$ cat src/hdl/sequenced_frame_packetizer_defines.svh
// Assertion macros for the packetizer RTL, used by sfp_queue.
// Expects clk and rst_n in the scope of every use.
`ifndef SEQUENCED_FRAME_PACKETIZER_DEFINES_SVH
`define SEQUENCED_FRAME_PACKETIZER_DEFINES_SVH

// Condition holds at every edge outside reset.
`define SFP_ASSERT_ALWAYS(lbl, cond, msg) \
    lbl: assert property (@(posedge clk) disable iff (!rst_n) (cond)) \
        else $error(msg);

// Consequent holds after the antecedent, as a non-overlapping implication.
`define SFP_ASSERT_NEXT(lbl, ante, cons, msg) \
    lbl: assert property (@(posedge clk) disable iff (!rst_n) (ante) |=> (cons)) \
        else $error(msg);

`endif

$ cat src/hdl/sfp_pkg.sv
// Package for the sequenced frame packetizer: register codes, header modes,
// configuration and queue entry types. No dependencies.
package sfp_pkg;

    localparam int QUEUE_DEPTH = 4;
    localparam int QUEUE_AW    = $clog2(QUEUE_DEPTH);
    localparam int QUEUE_CW    = QUEUE_AW + 1;

    localparam logic [2:0] CFG_HEADER_MODE    = 3'd0;
    localparam logic [2:0] CFG_PAYLOAD_BYTES  = 3'd1;
    localparam logic [2:0] CFG_SOURCE_ADDRESS = 3'd2;
    localparam logic [2:0] CFG_DEST_ADDRESS   = 3'd3;
    localparam logic [2:0] CFG_FRAME_TYPE     = 3'd4;

    localparam logic [1:0] MODE_NONE = 2'd0;
    localparam logic [1:0] MODE_SEQ  = 2'd1;
    localparam logic [1:0] MODE_SIZE = 2'd2;
    localparam logic [1:0] MODE_CRC  = 2'd3;

    localparam logic [31:0] ALL_ONES = 32'hFFFF_FFFF;
    localparam logic [31:0] CRC_POLY = 32'hEDB8_8320;

    localparam logic [13:0] PAYLOAD_RESET = 14'd1024;

    typedef struct packed {
        logic [1:0]  header_mode;
        logic [13:0] payload_bytes;
        logic [47:0] source_address;
        logic [47:0] dest_address;
        logic [15:0] frame_type;
    } cfg_t;

    // One classified input byte, as handed from the front to the back
    typedef struct packed {
        logic [7:0]  data;
        logic        open;      // header goes out before this byte
        logic [1:0]  hmode;     // header mode when this byte was pushed
        logic [31:0] seq;
        logic [13:0] size;
        logic        last;      // last payload byte of its packet
        logic        trailer;   // last byte and CRC trailer follows
        logic [31:0] crc;       // CRC up to this byte, already inverted
    } job_t;

endpackage

$ cat src/hdl/sfp_queue.sv
// Small request queue between the front and back parts.
// Depends on sfp_pkg and sequenced_frame_packetizer_defines.svh.
`include "sequenced_frame_packetizer_defines.svh"

module sfp_queue
    import sfp_pkg::*;
(
    input  logic clk,
    input  logic rst_n,
    input  logic push,
    input  job_t push_job,
    input  logic pop,
    output job_t head,
    output logic full,
    output logic empty
);

    localparam logic [QUEUE_CW-1:0] COUNT_FULL = QUEUE_CW'(QUEUE_DEPTH);

    job_t                mem [QUEUE_DEPTH];
    logic [QUEUE_AW-1:0] wr_ptr_reg;
    logic [QUEUE_AW-1:0] wr_ptr_next;
    logic [QUEUE_AW-1:0] rd_ptr_reg;
    logic [QUEUE_AW-1:0] rd_ptr_next;
    logic [QUEUE_CW-1:0] count_reg;
    logic [QUEUE_CW-1:0] count_next;

    assign full  = (count_reg == COUNT_FULL);
    assign empty = (count_reg == '0);
    assign head  = mem[rd_ptr_reg];

    always_comb
    begin
        wr_ptr_next = push ? wr_ptr_reg + 1'b1 : wr_ptr_reg;
        rd_ptr_next = pop  ? rd_ptr_reg + 1'b1 : rd_ptr_reg;
        count_next  = count_reg;
        if (push && !pop)
        begin
            count_next = count_reg + 1'b1;
        end
        else if (pop && !push)
        begin
            count_next = count_reg - 1'b1;
        end
    end

    always_ff @(posedge clk)
    begin
        if (push)
        begin
            mem[wr_ptr_reg] <= push_job;
        end
    end

    always_ff @(posedge clk or negedge rst_n)
    begin
        if (!rst_n)
        begin
            wr_ptr_reg <= '0;
            rd_ptr_reg <= '0;
            count_reg  <= '0;
        end
        else
        begin
            wr_ptr_reg <= wr_ptr_next;
            rd_ptr_reg <= rd_ptr_next;
            count_reg  <= count_next;
        end
    end

    `SFP_ASSERT_ALWAYS(a_no_push_full, !(push && full), "push into full queue")
    `SFP_ASSERT_ALWAYS(a_no_pop_empty, !(pop && empty), "pop from empty queue")
    `SFP_ASSERT_NEXT(a_count_up, (push && !pop), (count_reg == $past(count_reg) + 1'b1), "count lost a push")

endmodule

$ cat src/hdl/sfp_front.sv
// Front part: accepts input bytes, opens packets, tracks sequence number,
// packet fill and CRC, and pushes classified requests. Depends on sfp_pkg.
module sfp_front
    import sfp_pkg::*;
(
    input  logic        clk,
    input  logic        rst_n,
    input  cfg_t        cfg,
    input  logic        data_valid,
    output logic        data_ready,
    input  logic [7:0]  data_byte,
    input  logic [19:0] bytes_left,
    input  logic        full,
    output logic        push,
    output job_t        push_job
);

    logic [31:0] seq_reg;
    logic [31:0] seq_next;
    logic [13:0] to_go_reg;
    logic [13:0] to_go_next;
    logic [31:0] crc_reg;
    logic [31:0] crc_next;

    logic        opening;
    logic [13:0] full_size;
    logic [19:0] left_fix;
    logic [13:0] size;
    logic [31:0] crc_start;
    logic [13:0] to_go_start;

    function automatic logic [31:0] crc_byte(input logic [31:0] acc_in,
                                             input logic [7:0]  b);
        logic [31:0] acc;
        acc = acc_in ^ {24'd0, b};
        for (int i = 0; i < 8; i++)
        begin
            acc = acc[0] ? ((acc >> 1) ^ CRC_POLY) : (acc >> 1);
        end
        return acc;
    endfunction

    assign data_ready = !full;
    assign push       = data_valid && data_ready;

    always_comb
    begin
        opening     = (to_go_reg == 14'd0);
        full_size   = (cfg.payload_bytes == 14'd0) ? 14'd1 : cfg.payload_bytes;
        left_fix    = (bytes_left == 20'd0) ? 20'd1 : bytes_left;
        size        = (left_fix < {6'd0, full_size}) ? left_fix[13:0] : full_size;
        crc_start   = opening ? ALL_ONES : crc_reg;
        to_go_start = opening ? size : to_go_reg;

        seq_next = seq_reg;
        if (opening && cfg.header_mode != MODE_NONE)
        begin
            seq_next = (seq_reg == ALL_ONES) ? 32'd1 : seq_reg + 32'd1;
        end
        crc_next   = crc_byte(crc_start, data_byte);
        to_go_next = to_go_start - 14'd1;

        push_job.data    = data_byte;
        push_job.open    = opening;
        push_job.hmode   = cfg.header_mode;
        push_job.seq     = seq_next;
        push_job.size    = size;
        push_job.last    = (to_go_next == 14'd0);
        push_job.trailer = (to_go_next == 14'd0) && (cfg.header_mode == MODE_CRC);
        push_job.crc     = crc_next ^ ALL_ONES;
    end

    always_ff @(posedge clk or negedge rst_n)
    begin
        if (!rst_n)
        begin
            seq_reg   <= '0;
            to_go_reg <= '0;
            crc_reg   <= ALL_ONES;
        end
        else if (push)
        begin
            seq_reg   <= seq_next;
            to_go_reg <= to_go_next;
            crc_reg   <= crc_next;
        end
    end

endmodule

$ cat src/hdl/sfp_back.sv
// Back (uses sfp_pkg): walks each queued request through header, payload
// byte and trailer into the output register, one byte per unstalled cycle.
module sfp_back
    import sfp_pkg::*;
(
    input  logic       clk,
    input  logic       rst_n,
    input  cfg_t       cfg,
    input  job_t       head,
    input  logic       empty,
    output logic       pop,
    output logic       result_valid,
    input  logic       result_ready,
    output logic [7:0] out_byte,
    output logic       packet_end,
    output logic       run_last
);

    localparam logic [5:0] STEP_SRC0    = 6'd0;
    localparam logic [5:0] STEP_TYPE_LO = 6'd13;
    localparam logic [5:0] STEP_SEQ3    = 6'd21;
    localparam logic [5:0] STEP_DATA    = 6'd26;
    localparam logic [5:0] STEP_LAST    = 6'd34;

    logic [5:0]       step_reg;
    logic [5:0]       step_next;
    logic             started_reg;
    logic             started_next;
    logic             valid_reg;
    logic             valid_next;
    logic [7:0]       byte_reg;
    logic             end_reg;
    logic             last_reg;

    logic [5:0]       cur;
    logic [5:0]       adv;
    logic             load;
    logic             done;
    logic             pend;
    logic [34:0][7:0] fb;
    logic [31:0]      size32;

    assign result_valid = valid_reg;
    assign out_byte     = byte_reg;
    assign packet_end   = end_reg;
    assign run_last     = last_reg;

    always_comb
    begin
        size32 = {18'd0, head.size};
        for (int k = 0; k < 6; k++)
        begin
            fb[k]     = cfg.source_address[8*(5-k) +: 8];
            fb[6 + k] = cfg.dest_address[8*(5-k) +: 8];
        end
        fb[12] = cfg.frame_type[15:8];
        fb[13] = cfg.frame_type[7:0];
        for (int k = 0; k < 4; k++)
        begin
            fb[14 + k] = 8'hFF;
            fb[18 + k] = head.seq[8*k +: 8];
            fb[22 + k] = size32[8*k +: 8];
            fb[27 + k] = head.crc[8*k +: 8];
            fb[31 + k] = 8'h00;
        end
        fb[26] = head.data;
    end

    always_comb
    begin
        load = !empty && (!valid_reg || result_ready);
        cur  = started_reg ? step_reg : (head.open ? STEP_SRC0 : STEP_DATA);
        done = ((cur == STEP_DATA) && !head.trailer) || (cur == STEP_LAST);
        pend = ((cur == STEP_DATA) && head.last && !head.trailer) || (cur == STEP_LAST);

        // Skip the optional header words that this packet's mode leaves out
        if ((cur == STEP_TYPE_LO) && (head.hmode == MODE_NONE))
        begin
            adv = STEP_DATA;
        end
        else if ((cur == STEP_SEQ3) && (head.hmode == MODE_SEQ))
        begin
            adv = STEP_DATA;
        end
        else
        begin
            adv = cur + 6'd1;
        end

        pop          = load && done;
        step_next    = step_reg;
        started_next = started_reg;
        valid_next   = valid_reg;
        if (load)
        begin
            valid_next   = 1'b1;
            started_next = !done;
            step_next    = adv;
        end
        else if (result_ready)
        begin
            valid_next = 1'b0;
        end
    end

    always_ff @(posedge clk)
    begin
        if (load)
        begin
            byte_reg <= fb[cur];
            end_reg  <= pend;
            last_reg <= done;
        end
    end

    always_ff @(posedge clk or negedge rst_n)
    begin
        if (!rst_n)
        begin
            step_reg    <= STEP_SRC0;
            started_reg <= 1'b0;
            valid_reg   <= 1'b0;
        end
        else
        begin
            step_reg    <= step_next;
            started_reg <= started_next;
            valid_reg   <= valid_next;
        end
    end

endmodule

$ cat src/hdl/sequenced_frame_packetizer.sv
// An accepted request is queued, then its first byte is loaded into the output
// register. Throughput: one output byte per cycle from the back sequencer while
// the output is ready; a request yields 1 to 35 bytes there (14 header, 0/8/12
// header words, 1 data, 8 trailer), and inputs keep flowing one per cycle while the
// 4-entry queue has room. Reset: registers to defaults, sequence 0, no packet open,
// CRC all ones, queue and output empty; no clearing pass, ready right after reset.
// Depends on sfp_pkg, sfp_queue, sfp_front and sfp_back.
module sequenced_frame_packetizer
    import sfp_pkg::*;
(
    input  logic        clk,
    input  logic        rst_n,
    // configuration write channel
    input  logic        cfg_valid,
    output logic        cfg_ready,
    input  logic [2:0]  cfg_index,
    input  logic [47:0] cfg_data,
    // input byte channel
    input  logic        data_valid,
    output logic        data_ready,
    input  logic [7:0]  data_byte,
    input  logic [19:0] bytes_left,
    // framed output channel
    output logic        result_valid,
    input  logic        result_ready,
    output logic [7:0]  out_byte,
    output logic        packet_end,
    output logic        run_last
);

    cfg_t cfg_reg;
    logic push;
    logic pop;
    logic full;
    logic empty;
    job_t push_job;
    job_t head;

    // Take every config request at once; writes must come only when idle (unenforced).
    assign cfg_ready = 1'b1;

    always_ff @(posedge clk or negedge rst_n)
    begin
        if (!rst_n)
        begin
            cfg_reg.header_mode    <= MODE_NONE;
            cfg_reg.payload_bytes  <= PAYLOAD_RESET;
            cfg_reg.source_address <= '0;
            cfg_reg.dest_address   <= '0;
            cfg_reg.frame_type     <= '0;
        end
        else if (cfg_valid && cfg_ready)
        begin
            case (cfg_index)
                CFG_HEADER_MODE:    cfg_reg.header_mode    <= cfg_data[1:0];
                CFG_PAYLOAD_BYTES:  cfg_reg.payload_bytes  <= cfg_data[13:0];
                CFG_SOURCE_ADDRESS: cfg_reg.source_address <= cfg_data;
                CFG_DEST_ADDRESS:   cfg_reg.dest_address   <= cfg_data;
                CFG_FRAME_TYPE:     cfg_reg.frame_type     <= cfg_data[15:0];
                default:            cfg_reg                <= cfg_reg; // drop unknown index
            endcase
        end
    end

    // Front: classify each byte and hold packet, sequence and CRC state
    sfp_front u_front (
        .clk        (clk),
        .rst_n      (rst_n),
        .cfg        (cfg_reg),
        .data_valid (data_valid),
        .data_ready (data_ready),
        .data_byte  (data_byte),
        .bytes_left (bytes_left),
        .full       (full),
        .push       (push),
        .push_job   (push_job)
    );

    // Queue: decouple the front from back-pressure on the output
    sfp_queue u_queue (
        .clk      (clk),
        .rst_n    (rst_n),
        .push     (push),
        .push_job (push_job),
        .pop      (pop),
        .head     (head),
        .full     (full),
        .empty    (empty)
    );

    // Back: expand each request into header, payload and trailer bytes
    sfp_back u_back (
        .clk          (clk),
        .rst_n        (rst_n),
        .cfg          (cfg_reg),
        .head         (head),
        .empty        (empty),
        .pop          (pop),
        .result_valid (result_valid),
        .result_ready (result_ready),
        .out_byte     (out_byte),
        .packet_end   (packet_end),
        .run_last     (run_last)
    );

endmodule

$ cat config.mk
export PLATFORM = sky130hd
export DESIGN_NAME = sequenced_frame_packetizer
export DESIGN_NICKNAME = d
export VERILOG_FILES = /design/src/hdl/sfp_pkg.sv /design/src/hdl/sfp_queue.sv /design/src/hdl/sfp_front.sv /design/src/hdl/sfp_back.sv /design/src/hdl/sequenced_frame_packetizer.sv
export VERILOG_INCLUDE_DIRS = /design/src /design/src/hdl
export SDC_FILE = /design/constraint.sdc
export NUM_CORES = 1
export LEC_CHECK = 0
export BUFFER_PORTS_ARGS = -buffer_cell sky130_fd_sc_hd__buf_2
export CAP_MARGIN = 20
export CORE_MARGIN = 4
export CORE_UTILIZATION = 60
export CTS_BUF_LIST = sky130_fd_sc_hd__clkbuf_4 sky130_fd_sc_hd__clkbuf_8
export DETAILED_ROUTE_END_ITERATION = 6
export GPL_ROUTABILITY_DRIVEN = 0
export HOLD_SLACK_MARGIN = 0.02
export PLACE_DENSITY = 0.83
export SYNTH_ARGS = -nofsm -noshare
export SYNTH_HDL_FRONTEND = slang
export SYNTH_SLANG_ARGS = --single-unit
$ cat constraint.sdc
create_clock -name clk -period 6.1 [get_ports clk]
set_clock_uncertainty 0.2 [all_clocks]
set_input_delay 1.22 -clock clk [delete_from_list [all_inputs] [get_ports clk]]
set_output_delay 1.22 -clock clk [all_outputs]
set_load 0.02 [all_outputs]
# Yosys cells after proc, flatten, opt, wreduce, memory -nomap -nowiden
# Memories as Yosys holds them, arrays and structs flattened.
# Index checks and enable logic that the tools add are counted.
dict set report totals {
  register_bits 231
  ramBits 364
  in_bits 84
  output_inout_bits 13
  elab_cells 113
  mem_count 1
}
dict set report op_classes {
  addsub 7
  n_lt_le_gt_ge 2
  eq_ne 12
  muxes 27
  bitwise_logic 10
  reduce_logical 37
}
# memory words word_bits read_ports rd_ports_with_merged_regs write_ports line
set memory_table {}
lappend memory_table {u_queue.mem 4 91 1 0 1 sfp_queue.sv:20} ;# job_t mem [QUEUE_DEPTH];
# operator count
set op_table {}
lappend op_table {{two-way mux 32 bit} 11}
lappend op_table {{NOT 13 -> 14 bit} 8}
lappend op_table {{binary-select mux 8 bit (select 6 bit)} 1}
lappend op_table {{zero test 14 bit} 3}
lappend op_table {{two-way mux 14 bit} 3}
lappend op_table {{adder 32 x 1 -> 32 bit, second input constant} 1}
lappend op_table {{equality test 32 bit, second input constant} 1}
lappend op_table {{NOT 32 bit} 1}
lappend op_table {{bitwise XOR 32 x 8 -> 32 bit} 1}
lappend op_table {{zero test 20 bit} 1}
lappend op_table {{less-than comparator 20 x 14 -> 1 bit} 1}
lappend op_table {{two-way mux 20 bit} 1}
lappend op_table {{two-way mux 6 bit} 3}
lappend op_table {{subtractor 14 x 1 -> 14 bit, second input constant} 1}
lappend op_table {{equality test 6 x 5 -> 1 bit, second input constant} 2}
lappend op_table {{logical AND 1 bit} 12}
lappend op_table {{AND reduction 2 bit} 5}
lappend op_table {{two-way mux 8 bit} 1}
lappend op_table {{zero test 1 bit} 7}
lappend op_table {{less-than comparator 6 x 7 -> 1 bit, second input constant} 1}
lappend op_table {{adder 6 x 1 -> 6 bit, second input constant} 1}
lappend op_table {{equality test 3 x 2 -> 1 bit, second input constant} 2}
lappend op_table {{equality test 3 bit, second input constant} 2}
lappend op_table {{equality test 6 x 4 -> 1 bit, second input constant} 1}
lappend op_table {{other kinds (14)} 24}

# Logic depth before layout (Yosys ltp)
dict set report logic_depth {
  ltp_word 20
  ltp_mapped 15
  ltp_nobuf 14
}

# Cells and area by module
# From an unflattened synthesis, not the netlist that was laid out.
dict set report hier_totals {
  cells_unflattened 1808
  hier_area_um2 27264.9
}
# module n_inst cells_per_inst area_per_inst_um2 seq_area_each_um2
set modules_own_cells {}
lappend modules_own_cells {sfp_queue 1 509 13524.2 11105.7}
lappend modules_own_cells {sfp_front 1 771 6184.7 1991.9}
lappend modules_own_cells {sequenced_frame_packetizer 1 277 5086.1 3204.3}
lappend modules_own_cells {sfp_back 1 251 2469.9 500.5}

# Worst setup path after synthesis
# No wires, ideal clock.
dict set report synth_timing {
  path_type {input to register}
  start {input bytes_left[11]}
  end {memory u_queue.mem[0][33] (netlist bit) (data pin)}
  setup_ns 0.217
  arrival_ns 4.379
  t_required_ns 5.683
  path_slack_ns 1.304
  stages 14
  path_buffers 1
  cell_sequence {clkbuf_1 > ha_1 > a211oi_1 > o211ai_1 > and2_1 > a311o_1 > o2bb2ai_1 > a211oi_2 > ha_1 > o21ai_0 > nor4_1 > xor2_1 > a2111o_1 > a211oi_1}
}
# item line
set synth_rtl {}
lappend synth_rtl {{start: declaration} sequenced_frame_packetizer.sv:22} ;# input logic [19:0] bytes_left,
lappend synth_rtl {{end: declaration} sfp_queue.sv:20}

==> results_dict.tcl <==
set metrics [dict create \
    final_cell_mix "edfxtp_1 (374), nand2_1 (234), dfrtp_1 (186)" \
    grt_setup_unrepaired "false" \
    r2r_end "u_queue.mem[0][33]" \
    drtIter0Drc 2047 \
    dp.cells 2482 \
    dieHeight_um 219 \
    grt_pass1_wl_um 99300 \
    setup_viol 0 \
    hold_violations 0 \
    cp_data_arrival_time_ps 5160 \
    setup_slack_ps 1130 \
    synthesis.area_mm2 0.0268 \
    wl_met2_um 30600 \
    final_nets 2095 \
    drt_pass1_iterations 7 \
    p_sw_mw 6.23 \
    clockPowerShare_pct 20.5 \
    syn_to_final_growth_pct 11.5 \
    clockBufferDepth 3 \
    fin_cells 2657 \
    tightest_slew_ps 1010 \
    grt_pass1_vias 17300 \
    dp_slack_ps 637 \
    portBuffers 95 \
    startpoint_type "input pin" \
    rows 77 \
    fin_area_mm2 0.0299 \
    synth_edf_count 374 \
    ios 97 \
    pwr-share-seq_pct 41.3 \
    slew_violations 0 \
    routed.top_layer "met4" \
    die_w_um 219 \
    clk-insertion-delay-late_ps 660 \
    cts_resized 0 \
    max_freq_mhz 201 \
    cts_sinks 595 \
    ys_ff_latch 595 \
    synth_top_cells_by_area "edfxtp_1 (42%), dfrtp_1 (18%), mux4_2 (9.6%), mux2_2 (5.0%), nand2_1 (3.3%)" \
    synth-main-ff-cell "edfxtp_1" \
    setup-tns-final_ps 0 \
    core_mm2 0.0442 \
    clk_pin_slew_worst_paths_ps 60 \
    worstPathRequired_ps 6290 \
    ys_warn_count 0 \
    drive_gt1_share_pct 28.5 \
    wl_met1_um 25300 \
    power_leakage_nw 11.1 \
    syn-instance-count 1886 \
    whs_ps 280 \
    final_common_cell "edfxtp_1" \
    slew_headroom_pct 32.3 \
    finalCritPeriodShare_pct 81.5 \
    rrSetupSlack_ps 1260 \
    wl_met3_um 5400 \
    intPower_mw 10.9 \
    cp-startpoint "bytes_left[11]" \
    start_util_pct 60.7 \
    vias_per_cell 6.39 \
    grt_max_degree 119 \
    synth.avg_cell_area_um2 14.2 \
    final_antenna_net_count 0 \
    numCtsBuffers 92 \
    hold_class "reg2reg" \
    outcome "finished, final reports clean" \
    routed_wirelength_um 63500 \
    fin_crit_ps 4970 \
    cts.hold.buffers_added 0 \
    pwr-share-comb_pct 38.2 \
    yosys.area.top_type "edfxtp_1" \
    critPathCaptureType "flip-flop" \
    worstReg2RegStart "u_front.to_go_reg[5]" \
    drc_errors 0 \
    vdd_drop_max_v 0.000407 \
    seq_area_frac_synth_pct 62.6 \
    htree_levels 3 \
    path_class "in2reg" \
    clock-root-buffer "clkbuf_8" \
    p_per_area_mw_per_mm2 572 \
    async_reset_ff_share_pct 37.1 \
    die-area_mm2 0.0482 \
    gr-usage-all-layers_pct 26.8 \
    num_vias 17000 \
    tritoncts "built" \
    path_max_fanout 5 \
    largest_reg_flops 364 \
    post-cts-setup-buffers 0 \
    cp-endpoint "u_queue.mem[0][33]" \
    wl_per_cell_um 23.9 \
    synthesis.nets 1995 \
    maxCapViolCount 0 \
    total_power_mw 17.1 \
    gr-total-overflow 0 \
    finish.utilization_pct 67.7 \
    fillers 2770 \
    antenna_found_initial 0 \
    yosys.area.top_type_share_pct 41.9 \
    dp_hpwl_um 40900 \
    netSwitchingFraction_pct 36.4 \
    rr_worst_depth 12 \
    dpl_cell_area_mm2 0.0279 \
    synth_cell_types 80 \
]
-- routing by layer --
layer	GRT usage, %	up-vias
li1	-	7260
met1	37.3	8558
met2	42.7	966
met3	5.18	197
met4	9.96	0
met5	0	-
-- area by class of cell --
| class | count | area (um2) | share of cell area [%] |
|---|---|---|---|
| Clock buffer | 143 | 1770 | 5.93 |
| Multi-Input combinational cell | 1134 | 9480 | 31.7 |
| Inverter | 43 | 161 | 0.539 |
| Timing Repair Buffer | 120 | 731 | 2.44 |
| Tap cell | 592 | 741 | 2.48 |
| Sequential cell | 595 | 16800 | 56.2 |
| Antenna cell | 1 | 2.50 | 0.00836 |
| Clock inverter | 29 | 219 | 0.732 |
-- kinds of logic (layout without fill, tap and decap cells) --
kind of cell             count (synthesis)  in the layout  synth area share [%]
AND/OR/NAND/NOR                        460            460                  7.70
multiplexers                           242            242                  14.9
other                                    1              2                0.0140
XOR/XNOR                               155            155                  5.35
AO/OA/AOI/OAI                          251            251                  5.94
flip-flops                             595            595                  62.6
adder cells (fa/ha/maj)                 25             25                  1.19
buffers and inverters                  157            335                  2.30
-- power by group through the flow --
stage | clock network (mW) | registers, mW | logic [mW]
floorplan | 0 | 6.82 | 4.64
global placement | 0 | 6.99 | 6.16
detailed placement | 0 | 7.10 | 6.39
CTS | 3.56 | 7.04 | 6.45
global route | 3.75 | 7.16 | 6.99
finish | 3.51 | 7.06 | 6.53
-- cell usage after synthesis (6+ instances only) --
library cell / instances
dfrtp_1: 188
nor4_1: 16
xor2_1: 60
xnor2_1: 89
a22oi_1: 8
a21oi_1: 50
nand3_1: 37
buf_2: 7
and3_1: 16
mux2_2: 118
nand4_1: 15
nand2b_1: 6
clkbuf_1: 79
o211ai_1: 6
o21ai_1: 6
nand2_1: 236
a211oi_1: 18
ha_1: 24
o21ai_0: 78
o22ai_1: 11
buf_1: 25
nor2_1: 84
inv_1: 42
edfxtp_1: 374
nor3_1: 17
a31oi_1: 22
mux2i_1: 10
dfstp_2: 33
o31ai_1: 16
mux4_2: 114
and2_1: 6
-- how the worst min path moves through the flow --
| stage | start | endpoint | slack [ps] | cells past startpoint |
|---|---|---|---|---|
| floorplan | u_front.crc_reg[19] | u_front.crc_reg[19] | 250 | 2 |
| global placement | u_front.crc_reg[23] | u_front.crc_reg[23] | 250 | 2 |
| detailed placement | u_front.crc_reg[20] | u_front.crc_reg[20] | 270 | 2 |
| CTS | u_front.crc_reg[26] | u_front.crc_reg[26] | 280 | 2 |
| global route | u_front.crc_reg[18] | u_front.crc_reg[18] | 290 | 2 |
| finish | u_front.crc_reg[18] | u_front.crc_reg[18] | 280 | 2 |
-- critical path: stages --
cell       delay [ps]
buf_2             140
ha_1              330
a211oi_1          290
o211ai_1          180
and2_1            250
a311o_1           340
o2bb2ai_1         140
a211oi_2          410
ha_1              370
o21ai_0           160
nor4_1            240
xor2_1            150
a2111o_1          470
a211oi_1          480
Power figures use the tool's default switching activity.
